`src/rstar_node_split_top_assert.svh`:
```
// assertion macros for the r-star node split block
`ifndef RSTAR_NODE_SPLIT_TOP_ASSERT_SVH
`define RSTAR_NODE_SPLIT_TOP_ASSERT_SVH

// same-cycle implication under the block clock and reset
`define RSPLIT_ASSERT_IMP(lbl, ante, cons, msg) \
  lbl: assert property (@(posedge clk_i) disable iff (!rst_ni) (ante) |-> (cons)) \
    else $error(msg);

// next-cycle implication under the block clock and reset
`define RSPLIT_ASSERT_NXT(lbl, ante, cons, msg) \
  lbl: assert property (@(posedge clk_i) disable iff (!rst_ni) (ante) |=> (cons)) \
    else $error(msg);

`endif

```
`src/rsplit_ram.sv`:
```
// generic single-write, single-read ram with registered read data
`timescale 1ns / 1ps
`default_nettype none

module rsplit_ram #(
  parameter int WIDTH = 8,
  parameter int DEPTH = 64
) (
  input  wire logic                     clk_i,
  input  wire logic                     we_i,
  input  wire logic [$clog2(DEPTH)-1:0] waddr_i,
  input  wire logic [WIDTH-1:0]         wdata_i,
  input  wire logic [$clog2(DEPTH)-1:0] raddr_i,
  output logic      [WIDTH-1:0]         rdata_o
);

  logic [WIDTH-1:0] mem_q [DEPTH];

  always_ff @(posedge clk_i) begin
    if (we_i) begin
      mem_q[waddr_i] <= wdata_i;
    end
    rdata_o <= mem_q[raddr_i];
  end

endmodule

`default_nettype wire

```
`config.mk`:
```
export PLATFORM = sky130hd
export DESIGN_NAME = rsplit_ram
export DESIGN_NICKNAME = d
export VERILOG_FILES = /design/src/rstar_node_split_top_assert.svh /design/src/rsplit_ram.sv
export SDC_FILE = /design/constraint.sdc
export NUM_CORES = 1
export LEC_CHECK = 0
export BUFFER_PORTS_ARGS = -buffer_cell sky130_fd_sc_hd__buf_4
export CAP_MARGIN = 20
export CORE_MARGIN = 8
export CORE_UTILIZATION = 62
export CTS_CLUSTER_DIAMETER = 80
export DETAILED_ROUTE_END_ITERATION = 8
export GPL_ROUTABILITY_DRIVEN = 0
export MAX_ROUTING_LAYER = met4
export PLACE_DENSITY = 0.75
export SLEW_MARGIN = 20
export SYNTH_ARGS = -nofsm -noshare
export SYNTH_HDL_FRONTEND = slang
export SYNTH_SLANG_ARGS = --single-unit
export TNS_END_PERCENT = 100
```
`constraint.sdc`:
```
create_clock -name clk_i -period 2.43 [get_ports clk_i]
set_input_delay 0.3645 -clock clk_i [delete_from_list [all_inputs] [get_ports clk_i]]
set_output_delay 0.3645 -clock clk_i [all_outputs]
set_load 0.03 [all_outputs]
```
# Yosys cells after proc, flatten, opt, wreduce, memory -nomap -nowiden
# Memory sizes are Yosys's and may differ from the RTL's. A register that Yosys moved wholly into a read port is not among the register bits.
# Index checks and enable logic that the tools add are counted.
[op_classes] mux=2
[ops] cell="$mux 1" n=2
[word_totals] regBits=0 ram_bits=512 input_bits=22 wordCells=3 n_memories=1
[mem_list] memory="mem_q" depth=64 width=8 rd=1 rd_clocked_by_memory_dff=1 write_ports=1 line="rsplit_ram.sv:17" rtl="logic [WIDTH-1:0] mem_q [DEPTH];"

# Longest topological paths before layout
[depth] depth_word=2 depth_mapped=9

# Worst setup path before layout
# Ideal clock, no wire load.
[synth_timing] path_kind="input-to-reg" from="input port raddr_i[1]" to="register rdata_o[3] (read register of mem_q)" setup_time_ns=0.128 arrival_ns=1.904 setup_slack_ns=0.398 stages=7 cell_sequence="buf_4 > buf_2 > buf_2 > mux4_2 > mux4_2 > o21ai_1 > o41ai_1"
[synth_lines] element="start: declaration" line="rsplit_ram.sv:13" rtl="input wire logic [$clog2(DEPTH)-1:0] raddr_i,"
[synth_lines] element="end: declaration" line="rsplit_ram.sv:14" rtl="output logic [WIDTH-1:0] rdata_o"

==> qor.csv <==
stage;metric;value;unit
logic_synthesis;avgSynthCellArea;21.5;um^2
placed_design;numPortBuffers;29;
critical_path;arrival;2420;ps
logic_synthesis;synth_most_common_cell;edfxtp_1;
logic_synthesis;synthTopCellsByArea;edfxtp_1 76%, mux4_2 14%, nor2_1 1.5%;
critical_path;cp_max_fo;1;
die;die_w;196;um
logic_synthesis;synth_seq_cells;520;
logic_synthesis;synthSimpleGateAreaFrac;0.0339;
grt;grt_max_degree;65;
clocking;cts_resized;0;
critical_path;end_kind;flip-flop;
timing;slew_headroom;0.542;
logic_synthesis;yosys.area.top_type;edfxtp_1;
power_and_ir_drop;cellPowerDensity;794;nW/um^2
grt;grt_util_all_layers;0.236;
critical_path;ff2ff_path_depth;5;
clocking;h-tree-depth;2;
logic_synthesis;synthTopCellsByCount;512 x edfxtp_1, 126 x mux4_2, 83 x nor2_1, 23 x mux2i_1, 19 x nand2_1;
logic_synthesis;synth_compound_area_frac;0.0207;
logic_synthesis;synthDominantCellAreaShare;0.762;
finish;area_delta_synth_final;14.9;%
timing;min_period;1990;ps
clocking;ctsHoldBuffers;0;
logic_synthesis;synth-adder-area-share;0;
logic_synthesis;yosys_warnings;0;
logic_synthesis;synth.distinct_cells;40;
critical_path;ff2ff_setup_slack;440;ps
detailed_routing;ant_nets;0;
worst_hold_path;min_path_cells;2;
critical_path;critPathKind;reg2reg;
power_and_ir_drop;vdd_drop_max;0.640;mV
timing;setup_ws;439;ps
timing;tns;0;ps
worst_hold_path;worstHoldPathType;in2reg;
clocking;cts_buffers;50;
power_and_ir_drop;leakagePower;7.49;nW
die;ioPinCount;30;
placed_design;dp_slack;-17.3;ps
logic_synthesis;syn_nets;962;
clocking;cts_buffer_depth;3;
logic_synthesis;synth_top_family_by_area;multiplexers;
grt;antenna_found_initial;1;
run;maxCapViolations;0;
clocking;postCtsSetupRepairBufs;0;
die;core_area;32300;um^2
placed_design;dp_hpwl;27400;um
critical_path;startpoint_type;flip-flop;
clocking;cts_tree;yes;
timing;rsz0062_at_grt;no;
critical_path;reg2reg_from;mem_q[16][4];
logic_synthesis;postSynth.asyncResetShare;0;
finish;fillers;1859;
timing;holdWs;201;ps
timing;fin_crit_sh;0.819;
detailed_routing;route.detailed.drc;0;
logic_synthesis;synth-main-ff-cell;edfxtp_1;
die;rows;66;
die;initial_core_util;0.625;
detailed_routing;drt_iter0_markers;1190;
logic_synthesis;synthXorXnorAreaFrac;0;
finish;multi_input_area;4320;um^2
worst_hold_path;hold_path_end;rdata_o[5];
critical_path;r2r_end;rdata_o[4];
timing;clock_skew;15.3;ps
detailed_routing;drt_pass1_iterations;5;
grt;grt_pass1_wl;64900;um
logic_synthesis;ys_seq_area_frac;0.770;
logic_synthesis;muxShareOfSynthArea;0.159;
die;die_area;38600;um^2
detailed_routing;drt_wl_total;43400;um
timing;setup_viol;0;
critical_path;required;2860;ps
logic_synthesis;synth_edf_count;512;
timing;maxSlewViolCount;0;
clocking;clkSinkCount;520;
outcome;status;finished, final reports clean;
die;dieHeight;196;um
finish;fin_nets;1108;
clocking;clockRootBuffer;clkbuf_16;
clocking;path_clk_slew;60;ps
logic_synthesis;syn_inst;940;
grt;overflow;0;
detailed_routing;avgViaCountPerCell;6.43;
clocking;clock_latency;560;ps
worst_hold_path;hp-start;raddr_i[5];
finish;seq_area;15500;um^2
finish;drive_gt1_frac;0.313;
detailed_routing;wl_per_cell;27.6;um
detailed_routing;vias;10096;
logic_synthesis;synth.cell_area;20200;um^2
timing;max_freq;0.502;GHz
grt;grt_pass1_vias;10212;
finish;fin_util;0.718;
timing;hold_viol;0;
timing;worstMarginPinSlew;687;ps
cells by family after synthesis:
kind of cell,after synthesis
AOI/OAI and AO/OA,54
DFF,520
muxes,162
and+or+nand+nor,153
buffers and inverters,51
flip-flops by register name, summed over array words and instances (netlist names):
name and flops:
mem_q 512, rdata_o 8
layout make-up:
class | instances | area share
Antenna cell | 1 | 0.000108
Clock buffer | 63 | 0.0589
Multi-Input combinational cell | 369 | 0.186
Tap cell | 442 | 0.0239
Clock inverter | 30 | 0.00950
Sequential cell | 520 | 0.670
Timing Repair Buffer | 145 | 0.0510
critical path: stages, from the launching register on:
cell	delay, ps
edfxtp_1	390
mux4_2	470
mux2_2	270
o221a_2	290
nor3_1	290
o32ai_1	140
cell usage in the layout (no fill, tap or decap), drive strengths merged, types with 13 or more instances in the layout:
cell and count:
buf 144, clkbuf 64, clkinv 24, edfxtp 512
mux2 13, mux2i 23, mux4 126, nand2 19
nand3 13, nor2 83, nor2b 14
worst max path at each step:
stage,to,slack (ps),depth (start not counted),startpoint
6_report,rdata_o[4],440,5,mem_q[16][4]
4_1_cts,rdata_o[4],430,5,mem_q[21][4]
5_1_grt,rdata_o[4],390,5,mem_q[16][4]
2_1_floorplan,rdata_o[3],400,7,raddr_i[1]
3_5_place_dp,rdata_o[4],-20,7,raddr_i[0]
3_3_place_gp,rdata_o[4],-20,7,raddr_i[0]
where the power goes:
part	switching, mW	internal (mW)	total, mW
sequential	0.0344	9.93	9.96
combinational	0.595	0.401	0.996
clock	3.16	4.28	7.44
total	3.79	14.6	18.4
routing by layer:
layer / part of all wire / GRT usage
met1: 0.40 / 0.331
met2: 0.47 / 0.348
met3: 0.10 / 0.0522
met4: 0.029 / 0.0758
met5: 0 / -
stage by stage:
| stage | power (mW) | cell area (um^2) | instances |
|---|---|---|---|
| 4_1_cts | 18.5 | 23200 | 1569 |
| 3_3_place_gp | 11.1 | 21600 | 1476 |
| 5_1_grt | 18.9 | 23200 | 1570 |
| 3_5_place_dp | 11.1 | 21600 | 1476 |
| 6_report | 18.4 | 23200 | 1570 |
| 2_1_floorplan | 10.7 | 20200 | 940 |
Power figures use the tool's default switching activity.
