`config.mk`:
```
export PLATFORM = sky130hd
export DESIGN_NAME = rsplit_prod
export DESIGN_NICKNAME = d
export VERILOG_FILES = /design/src/rstar_node_split_top_assert.svh /design/src/rsplit_pkg.sv /design/src/rsplit_prod.sv
export SDC_FILE = /design/constraint.sdc
export NUM_CORES = 2
export LEC_CHECK = 0
export BUFFER_PORTS_ARGS = -buffer_cell sky130_fd_sc_hd__buf_2
export CAP_MARGIN = 20
export CORE_AREA = 2 2 238 240
export CTS_CLUSTER_SIZE = 25
export DETAILED_ROUTE_END_ITERATION = 10
export DIE_AREA = 0 0 240 242
export GPL_TIMING_DRIVEN = 0
export PLACE_DENSITY = 0.88
export SYNTH_ARGS = -nofsm -noshare
export SYNTH_HDL_FRONTEND = slang
export SYNTH_SLANG_ARGS = --single-unit
```
`constraint.sdc`:
```
create_clock -name clk_i -period 37.7 [get_ports clk_i]
set_clock_uncertainty 0.2 [all_clocks]
set_input_delay 9.425 -clock clk_i [delete_from_list [all_inputs] [get_ports clk_i]]
set_output_delay 9.425 -clock clk_i [all_outputs]
set_load 0.05 [all_outputs]
```
`src/rstar_node_split_top_assert.svh`:
```
// assertion macros for the r-star node split block
`ifndef RSTAR_NODE_SPLIT_TOP_ASSERT_SVH
`define RSTAR_NODE_SPLIT_TOP_ASSERT_SVH

// same-cycle implication under the block clock and reset
`define RSPLIT_ASSERT_IMP(lbl, ante, cons, msg) \
  lbl: assert property (@(posedge clk_i) disable iff (!rst_ni) (ante) |-> (cons)) \
    else $error(msg);

// next-cycle implication under the block clock and reset
`define RSPLIT_ASSERT_NXT(lbl, ante, cons, msg) \
  lbl: assert property (@(posedge clk_i) disable iff (!rst_ni) (ante) |=> (cons)) \
    else $error(msg);

`endif

```
`src/rsplit_pkg.sv`:
```
// shared types, constants and box helpers of the r-star node split block
`timescale 1ns / 1ps
`default_nettype none

package rsplit_pkg;

  localparam int MAX_ENTRIES = 64;
  localparam int MAX_DIMS    = 4;
  localparam int COORD_BITS  = 15;

  localparam int IDX_W    = $clog2(MAX_ENTRIES);
  localparam int CNT_W    = $clog2(MAX_ENTRIES + 1);
  localparam int DIM_W    = (MAX_DIMS > 1) ? $clog2(MAX_DIMS) : 1;
  localparam int ND_W     = 3;
  localparam int MARGIN_W = 40;
  localparam int AREA_W   = COORD_BITS * MAX_DIMS;
  localparam int SUM_W    = AREA_W + 1;
  localparam int BOX_W    = 2 * MAX_DIMS * COORD_BITS;

  localparam int EIDX_W  = 6;
  localparam int FIRST_W = 7;
  localparam int AXIS_W  = 2;

  localparam int TDATA_IN_W  = ((BOX_W + 7) / 8) * 8;
  localparam int OUT_BITS    = EIDX_W + 1 + AXIS_W + 1 + FIRST_W;
  localparam int TDATA_OUT_W = ((OUT_BITS + 7) / 8) * 8;

  localparam logic [ND_W-1:0] DIMS_RESET = ND_W'(2);

  // floor(2n/5) as a reciprocal multiply, exact for the entry counts in range
  localparam int FILL_MUL   = 410;
  localparam int FILL_SHIFT = 10;
  localparam int FILL_W     = CNT_W + 9;

  typedef logic [COORD_BITS-1:0] coord_t;
  typedef logic [MAX_DIMS-1:0][COORD_BITS-1:0] corner_t;

  // lower corners sit in the low bits
  typedef struct packed {
    corner_t hi;
    corner_t lo;
  } box_t;

  typedef struct packed {
    logic              done;
    logic [AREA_W-1:0] area_a;
    logic [AREA_W-1:0] area_b;
    logic [AREA_W-1:0] overlap;
  } prod_res_t;

  function automatic coord_t extent(coord_t lo, coord_t hi);
    return (hi > lo) ? coord_t'(hi - lo) : '0;
  endfunction

  function automatic box_t box_union(box_t a, box_t b);
    box_t r;
    for (int d = 0; d < MAX_DIMS; d++) begin
      r.lo[d] = (b.lo[d] < a.lo[d]) ? b.lo[d] : a.lo[d];
      r.hi[d] = (b.hi[d] > a.hi[d]) ? b.hi[d] : a.hi[d];
    end
    return r;
  endfunction

  function automatic logic [MARGIN_W-1:0] box_margin(box_t b, logic [ND_W-1:0] nd);
    logic [MARGIN_W-1:0] s;
    s = '0;
    for (int d = 0; d < MAX_DIMS; d++) begin
      if (ND_W'(d) < nd) begin
        s = s + MARGIN_W'(extent(b.lo[d], b.hi[d]));
      end
    end
    return s;
  endfunction

  function automatic coord_t key_of(box_t b, logic [DIM_W-1:0] d, logic up);
    return up ? b.hi[d] : b.lo[d];
  endfunction

  function automatic logic [CNT_W-1:0] min_fill(logic [CNT_W-1:0] n);
    logic [FILL_W-1:0] p;
    p = FILL_W'(n) * FILL_W'(FILL_MUL);
    return CNT_W'(p >> FILL_SHIFT);
  endfunction

endpackage

`default_nettype wire

```
`src/rsplit_prod.sv`:
```
// shared multiplier: areas of two boxes and their overlap, one dimension a cycle
`timescale 1ns / 1ps
`default_nettype none

module rsplit_prod (
  input  wire logic                         clk_i,
  input  wire logic                         rst_ni,
  input  wire logic                         start_i,
  input  wire rsplit_pkg::box_t             a_i,
  input  wire rsplit_pkg::box_t             b_i,
  input  wire logic [rsplit_pkg::ND_W-1:0]  nd_i,
  output rsplit_pkg::prod_res_t             res_o
);

  localparam int FULL_W = rsplit_pkg::AREA_W + rsplit_pkg::COORD_BITS;
  localparam logic [1:0] SEL_AREA_A = 2'd0;
  localparam logic [1:0] SEL_AREA_B = 2'd1;
  localparam logic [1:0] SEL_OVL    = 2'd2;

  logic                              busy_q, busy_d, done_q, done_d;
  logic [1:0]                        sel_q, sel_d;
  logic [rsplit_pkg::DIM_W-1:0]      k_q, k_d;
  logic [rsplit_pkg::AREA_W-1:0]     acc_q, acc_d;
  logic [rsplit_pkg::AREA_W-1:0]     area_a_q, area_a_d, area_b_q, area_b_d, ovl_q, ovl_d;
  rsplit_pkg::coord_t                term, ov_lo, ov_hi;
  logic [FULL_W-1:0]                 full;
  logic [rsplit_pkg::AREA_W-1:0]     prod;
  logic                              last_dim;

  always_comb begin
    ov_lo = (a_i.lo[k_q] > b_i.lo[k_q]) ? a_i.lo[k_q] : b_i.lo[k_q];
    ov_hi = (a_i.hi[k_q] < b_i.hi[k_q]) ? a_i.hi[k_q] : b_i.hi[k_q];
    case (sel_q)
      SEL_AREA_A: term = rsplit_pkg::extent(a_i.lo[k_q], a_i.hi[k_q]);
      SEL_AREA_B: term = rsplit_pkg::extent(b_i.lo[k_q], b_i.hi[k_q]);
      SEL_OVL:    term = rsplit_pkg::extent(ov_lo, ov_hi);
      default:    term = '0;
    endcase
    full     = FULL_W'(acc_q) * FULL_W'(term);
    prod     = full[rsplit_pkg::AREA_W-1:0];
    last_dim = (rsplit_pkg::ND_W'(k_q) == rsplit_pkg::ND_W'(nd_i - 1'b1));
  end

  always_comb begin
    busy_d   = busy_q;
    done_d   = 1'b0;
    sel_d    = sel_q;
    k_d      = k_q;
    acc_d    = acc_q;
    area_a_d = area_a_q;
    area_b_d = area_b_q;
    ovl_d    = ovl_q;
    if (start_i) begin
      busy_d = 1'b1;
      sel_d  = SEL_AREA_A;
      k_d    = '0;
      acc_d  = rsplit_pkg::AREA_W'(1);
    end else if (busy_q) begin
      if (last_dim) begin
        case (sel_q)
          SEL_AREA_A: area_a_d = prod;
          SEL_AREA_B: area_b_d = prod;
          default:    ovl_d    = prod;
        endcase
        acc_d = rsplit_pkg::AREA_W'(1);
        k_d   = '0;
        if (sel_q == SEL_OVL) begin
          busy_d = 1'b0;
          done_d = 1'b1;
        end else begin
          sel_d = sel_q + 2'd1;
        end
      end else begin
        acc_d = prod;
        k_d   = k_q + 1'b1;
      end
    end
  end

  always_ff @(posedge clk_i or negedge rst_ni) begin
    if (!rst_ni) begin
      busy_q <= 1'b0;
      done_q <= 1'b0;
      sel_q  <= SEL_AREA_A;
      k_q    <= '0;
    end else begin
      busy_q <= busy_d;
      done_q <= done_d;
      sel_q  <= sel_d;
      k_q    <= k_d;
    end
  end

  always_ff @(posedge clk_i) begin
    acc_q    <= acc_d;
    area_a_q <= area_a_d;
    area_b_q <= area_b_d;
    ovl_q    <= ovl_d;
  end

  assign res_o = '{done: done_q, area_a: area_a_q, area_b: area_b_q, overlap: ovl_q};

endmodule

`default_nettype wire

```
After elaboration in Yosys (flattened, before gate mapping) --
Cells that the tools add are included. Widths: inputs -> output; s select.
Operators by class: $add $sub $neg 6, multipliers 1, magnitude comparators 6, equality and inequality tests 4, muxes and demuxes 30, bitwise gates (word level) 2, reduce and logical (&&, ||, !) cells 8
Operators with widths (count):
- $mux 15 | 9
- $bmux 15 s2 | 4
- $gt 15x15->1 | 4
- $mul 60x15->60 | 1
- $mux 60 | 1
- $pmux 15 s3 | 1
- $sub 15x15->15 | 3
- $lt 15x15->1 | 1
- $mux 2 | 7
- $reduce_and 4->1 | 3
- $mux 1 | 8
- $add 2x1->2 const B | 2
- $reduce_bool 2->1 | 2
- $eq 2x3->1 | 1
- $lt 2x3->1 const B | 1
- $reduce_and 3->1 | 1
- $sub 3x1->3 const B | 1
- $eq 2x1->1 const B | 1
- $eq 2x2->1 const B | 1
- $logic_not 2->1 | 1
- $ne 2x2->1 const B | 1
- $not 1->1 | 2
- $reduce_or 2->1 | 1
Storage, ports and cells: flip-flop bits (word level) 246, bits of input ports 246, logic and storage cells 65

Depth between registers and ports, before layout --
depth after elaboration 9, mapped depth 55

Worst setup path before layout --
Ideal clock, no wire load.
path type input port to flip-flop, start input a_i[46] (netlist bit), end register area_a_q[53] (netlist bit), data pin, setup time 0.263 ns, arrival 20.212 ns, data required time 37.237 ns, setup slack 17.025 ns, cell stages on the path 49, path buffers 2, cells stage by stage mux4_2 ha_1 nor2b_1 o21ai_0 nand2b_1 a21oi_1 nor2b_1 o21ai_0 nand2b_1 a21oi_1 o21ai_0 a221oi_1 a31oi_1 clkbuf_1 mux2i_1 ha_1 a21o_1 a31oi_1 [... 13 more ...] fa_1 fa_1 inv_1 fa_1 inv_1 ha_1 a211o_1 a211oi_1 nand2_1 nand3_1 nor3_1 a21oi_1 o21ai_0 a221o_1 a41oi_1 o21ai_0 mux2i_1 nor2_1
On the way: longest elaborated chain between the ends 8, elaborated cells between the ends (all ways) 12, those cells by class add/sub (2); mul (1); order compare (3); mux (6)
Ends and longest elaborated chain:
- start, declared | RTL line rsplit_prod.sv:9 | input wire rsplit_pkg::box_t a_i,
- $bmux 15 s2 (*) | RTL line rsplit_prod.sv:31, rsplit_prod.sv:34
- $mux 15 (implied by the code) (*) | RTL line rsplit_prod.sv:31, rsplit_prod.sv:34
- $gt 15x15->1 | RTL line rsplit_prod.sv:31 | ov_lo = (a_i.lo[k_q] > b_i.lo[k_q]) ? a_i.lo[k_q] : b_i.lo[k_q];
- $mux 15 | RTL line rsplit_prod.sv:31
- $sub 15x15->15 / $gt 15x15->1 (equally long branches) | RTL line rsplit_pkg.sv:52 | return (hi > lo) ? coord_t'(hi - lo) : '0;
- $mux 15 | RTL line rsplit_pkg.sv:52
- $pmux 15 s3 (*) | RTL line rsplit_prod.sv:33 | case (sel_q)
- $mul 60x15->60 (*) | RTL line rsplit_prod.sv:39 | full = FULL_W'(acc_q) * FULL_W'(term);
- named net full[53] | RTL line rsplit_prod.sv:26 | logic [FULL_W-1:0] full;
- end signal, assigned | RTL line rsplit_prod.sv:96 | area_a_q <= area_a_d;
- end, declared | RTL line rsplit_prod.sv:24 | logic [rsplit_pkg::AREA_W-1:0] area_a_q, area_a_d, area_b_q, area_b_d, ovl_q, ovl_d;
The timed path passes the listed nets; every way through them passes the cells marked *. The select of a mux whose other input is x is not followed. A chain may end at the register's enable or synchronous reset.

Worst setup path after layout --
start input b_i[46] (netlist bit), end register area_a_q[59] (netlist bit), data pin
On the way: longest elaborated chain between the ends 8, elaborated cells between the ends (all ways) 12, those cells by class add/sub (2); mul (1); order compare (3); mux (6)
Ends and longest elaborated chain:
- start, declared | RTL line rsplit_prod.sv:10 | input wire rsplit_pkg::box_t b_i,
- $bmux 15 s2 (*) | RTL line rsplit_prod.sv:31, rsplit_prod.sv:35
- $mux 15 (implied by the code) (*) | RTL line rsplit_prod.sv:31, rsplit_prod.sv:35
- $gt 15x15->1 | RTL line rsplit_prod.sv:31
- $mux 15 | RTL line rsplit_prod.sv:31
- $sub 15x15->15 / $gt 15x15->1 (equally long branches) | RTL line rsplit_pkg.sv:52
- $mux 15 | RTL line rsplit_pkg.sv:52
- $pmux 15 s3 (*) | RTL line rsplit_prod.sv:33
- $mul 60x15->60 (*) | RTL line rsplit_prod.sv:39
- named net full[59] | RTL line rsplit_prod.sv:26
Marked as above.

==> out/results.txt <==
Distinct cell type count after synthesis -> 82
Via/cell ratio -> 6.10
WL final -> 115,000 um
Fin worst setup slack -> 13,390 ps
CP max FO -> 10
Mapped Area -> 36,100 sq um
CTS tree -> yes
Min Tclk post-route -> 24,310 ps
Standard-cell rows -> 87
Max frequency -> 0.0411 GHz
Crit-path max cell delay -> 780 ps
Peak VDD IR -> 40.9 uV
Mapped Avg Cell Area -> 9.97 sq um
Cells on worst reg2reg path -> 52
Initial antenna violation count -> 10
Ys Warns -> 0
Cts hold-fix bufs -> 0
DRT Pass-1 Iters -> 6
Min-Delay Path Depth -> 1
CP max-delay cell -> a311oi_1
Die H -> 242 um
Area grow syn2layout -> 11.7%
Kind of critical path -> in -> reg
Synth area leaders -> fa_1, edfxtp_1, inv_1, and2_1, ha_1
Layout cell share with drive strength beyond 1 -> 0.142
Slew Limit Fails -> 0
P_sw -> 1.22 mW
Final setup fails -> 0
Worst-Margin Slew -> 1110 ps
Async set-reset flop share out of synthesis -> 0.0244
Hold_ws -> 329 ps
Register area share after synthesis -> 0.187
CTS Buf Count -> 28
Final net count -> 5,163
Max_slew headroom -> 0.258
Clock buffer depth -> 3
Insertion delay to the later sink of the worst-skew pair -> 590 ps
R2R setup slack -> 20,350 ps
CTS resizes -> 0
Top cell type's share of synthesized area -> 0.363
Power Density -> 56.2 nW/um^2
Status -> completed
Capturing point of the worst reg2reg path -> area_a_q[59]
H-tree depth -> 1
Commonest non-fill, non-tap cell in the layout -> fa_1
Initial core utilization -> 0.648
CTS root buf -> clkbuf_16
Largest net degree at the start of global routing -> 43
Crit share post-route -> 0.645
Max_cap viols -> 0
Syn nets -> 4,693
# DRC -> 0
Leading area contributor after synthesis -> fa_1
Placed instance area -> 39,400 sq um
Core area -> 55,700 sq um
Commonest register cell after synthesis -> edfxtp_1
Post-route ant nets -> 0
Die area -> 58,100 sq um
R2R Path Start -> k_q[1]
Util after Layout -> 0.724
Postcts setup bufs -> 0
Vias -> 29,700
Finished Layout Cells -> 4,877
Dpl ws -> 13,390 ps
CP Data Arrival Time -> 24,400 ps
Min-delay src -> acc_q[55]
Total gr overflow -> 0
Dpl cells -> 4,815
Vias in the first global route -> 30,800
Most used cell, CP -> fa_1
GRT Total Usage -> 0.407
Hold EP -> acc_q[55]
Sequential share of power -> 0.201
Req. time, crit path -> 37,790 ps
First-pass GRT wire length -> 177,000 um
EDFF count, synth -> 180
Worst hold path class -> reg -> reg
LEAKAGE -> 18.9 nW
RSZ-0062 raised after global routing -> no
#FFs+latches synth -> 246
Num Clock Sinks -> 246
Chip width -> 240 um
Initial DRC count -> 3,491
Routed WL per cell -> 23.6 um
Synth Instances -> 3,624
Total power -> 2.27 mW
Startpoint Class -> primary input
I/O pin count -> 427
Clock power frac -> 0.122
Net Sw Frac -> 0.537
Final hold violations -> 0
Gate power share -> 0.677
Gpl congestion -> 0.986
Clock transition at path regs -> 60 ps
Post-detail-place hpwl -> 95,000 um
Most frequent cells in the layout -> fa_1, inv_1, nand2_1
Post-route cell area -> 40,400 sq um
Setup TNS -> 0 ps
Pint -> 1.05 mW
Number of port buffers -> 425
Critical Path Sink Type -> register
==> power groups by stage <==
stage | logic [mW] | registers (mW) | clock network [mW]
floorplan | 0.988 | 0.444 | 0
global placement | 1.43 | 0.453 | 0
detailed placement | 1.47 | 0.454 | 0
CTS | 1.48 | 0.449 | 0.281
global route | 1.66 | 0.455 | 0.290
finish | 1.54 | 0.455 | 0.277
==> kinds of logic (layout without fill, tap and decap cells) <==
group	count (synthesis)	in the layout	share of synthesized area
xor gates and xnor gates	106	106	0.0276
muxes	79	79	0.0427
DFF	246	246	0.187
buffers and inverters	835	1326	0.0877
other	0	6	0
AOI/OAI and AO/OA	448	448	0.0847
and+or+nand+nor	1087	1087	0.149
adders and majority gates	823	823	0.421
==> critical path, delay by kind of cell <==
| family | cells | cell delay [ps] |
|---|---|---|
| multiplexers | 2 | 830 |
| AND/OR/NAND/NOR | 11 | 2340 |
| buffers and inverters | 7 | 1940 |
| XOR/XNOR | 1 | 180 |
| adder cells (fa/ha/maj) | 9 | 3590 |
| AO/OA/AOI/OAI | 21 | 6050 |
==> per-layer routing <==
metal / routed length, um / global-route usage / vias to the layer above / share of wire
met5: 42 / 0 / - / 0.00037
met4: 6170 / 0.177 / 6 / 0.054
met3: 15900 / 0.131 / 436 / 0.14
met2: 51100 / 0.615 / 2186 / 0.45
met1: 41700 / 0.543 / 14700 / 0.36
li1: - / - / 12400 / -
==> worst max path at each step <==
| stage | start | end | cells after the start |
|---|---|---|---|
| 2_1_floorplan | a_i[46] | area_a_q[53] | 49 |
| 3_3_place_gp | b_i[46] | area_a_q[59] | 49 |
| 3_5_place_dp | b_i[46] | area_a_q[59] | 51 |
| 4_1_cts | b_i[46] | area_a_q[59] | 51 |
| 5_1_grt | b_i[46] | area_b_q[59] | 51 |
| 6_report | b_i[46] | area_a_q[59] | 51 |
==> cells in the mapped netlist, drive strengths merged (7+ instances only) <==
cell and count:
nor3 42, a21oi 93, a22o 57, o21bai 26
clkbuf 164, o31ai 11, buf 18, mux2i 18
o211ai 10, nand4 27, nor2 66, xor2 32
fa 656, a21boi 7, ha 167, o21ai 95
nand2b 10, dfxtp 60, o21a 18, a21o 56
edfxtp 180, nand3 28, mux4 60, nand2 498
inv 653, and3 16, a31oi 21, nor2b 13
xnor2 69, a211oi 10, and2 357
==> sequential cells by signal, summed over array words and instances (netlist names) <==
| register | cells |
|---|---|
| done_q | 1 |
| area_a_q | 60 |
| ovl_q | 60 |
| sel_q | 2 |
| area_b_q | 60 |
| acc_q | 60 |
| busy_q | 1 |
| k_q | 2 |
==> final cells by class <==
| cell class | count | area (sq um) |
|---|---|---|
| multi-input cells | 2543 | 26200 |
| fillers | 4048 | 15400 |
| flip-flops and latches | 246 | 6760 |
| inverters | 653 | 2450 |
| repair buffers | 440 | 2310 |
| well taps | 756 | 946 |
| clock buffers | 34 | 754 |
| plain buffers | 182 | 717 |
| clock inverters | 17 | 170 |
| diodes | 6 | 15.0 |
Note: power is estimated with default switching activity, not from simulation.
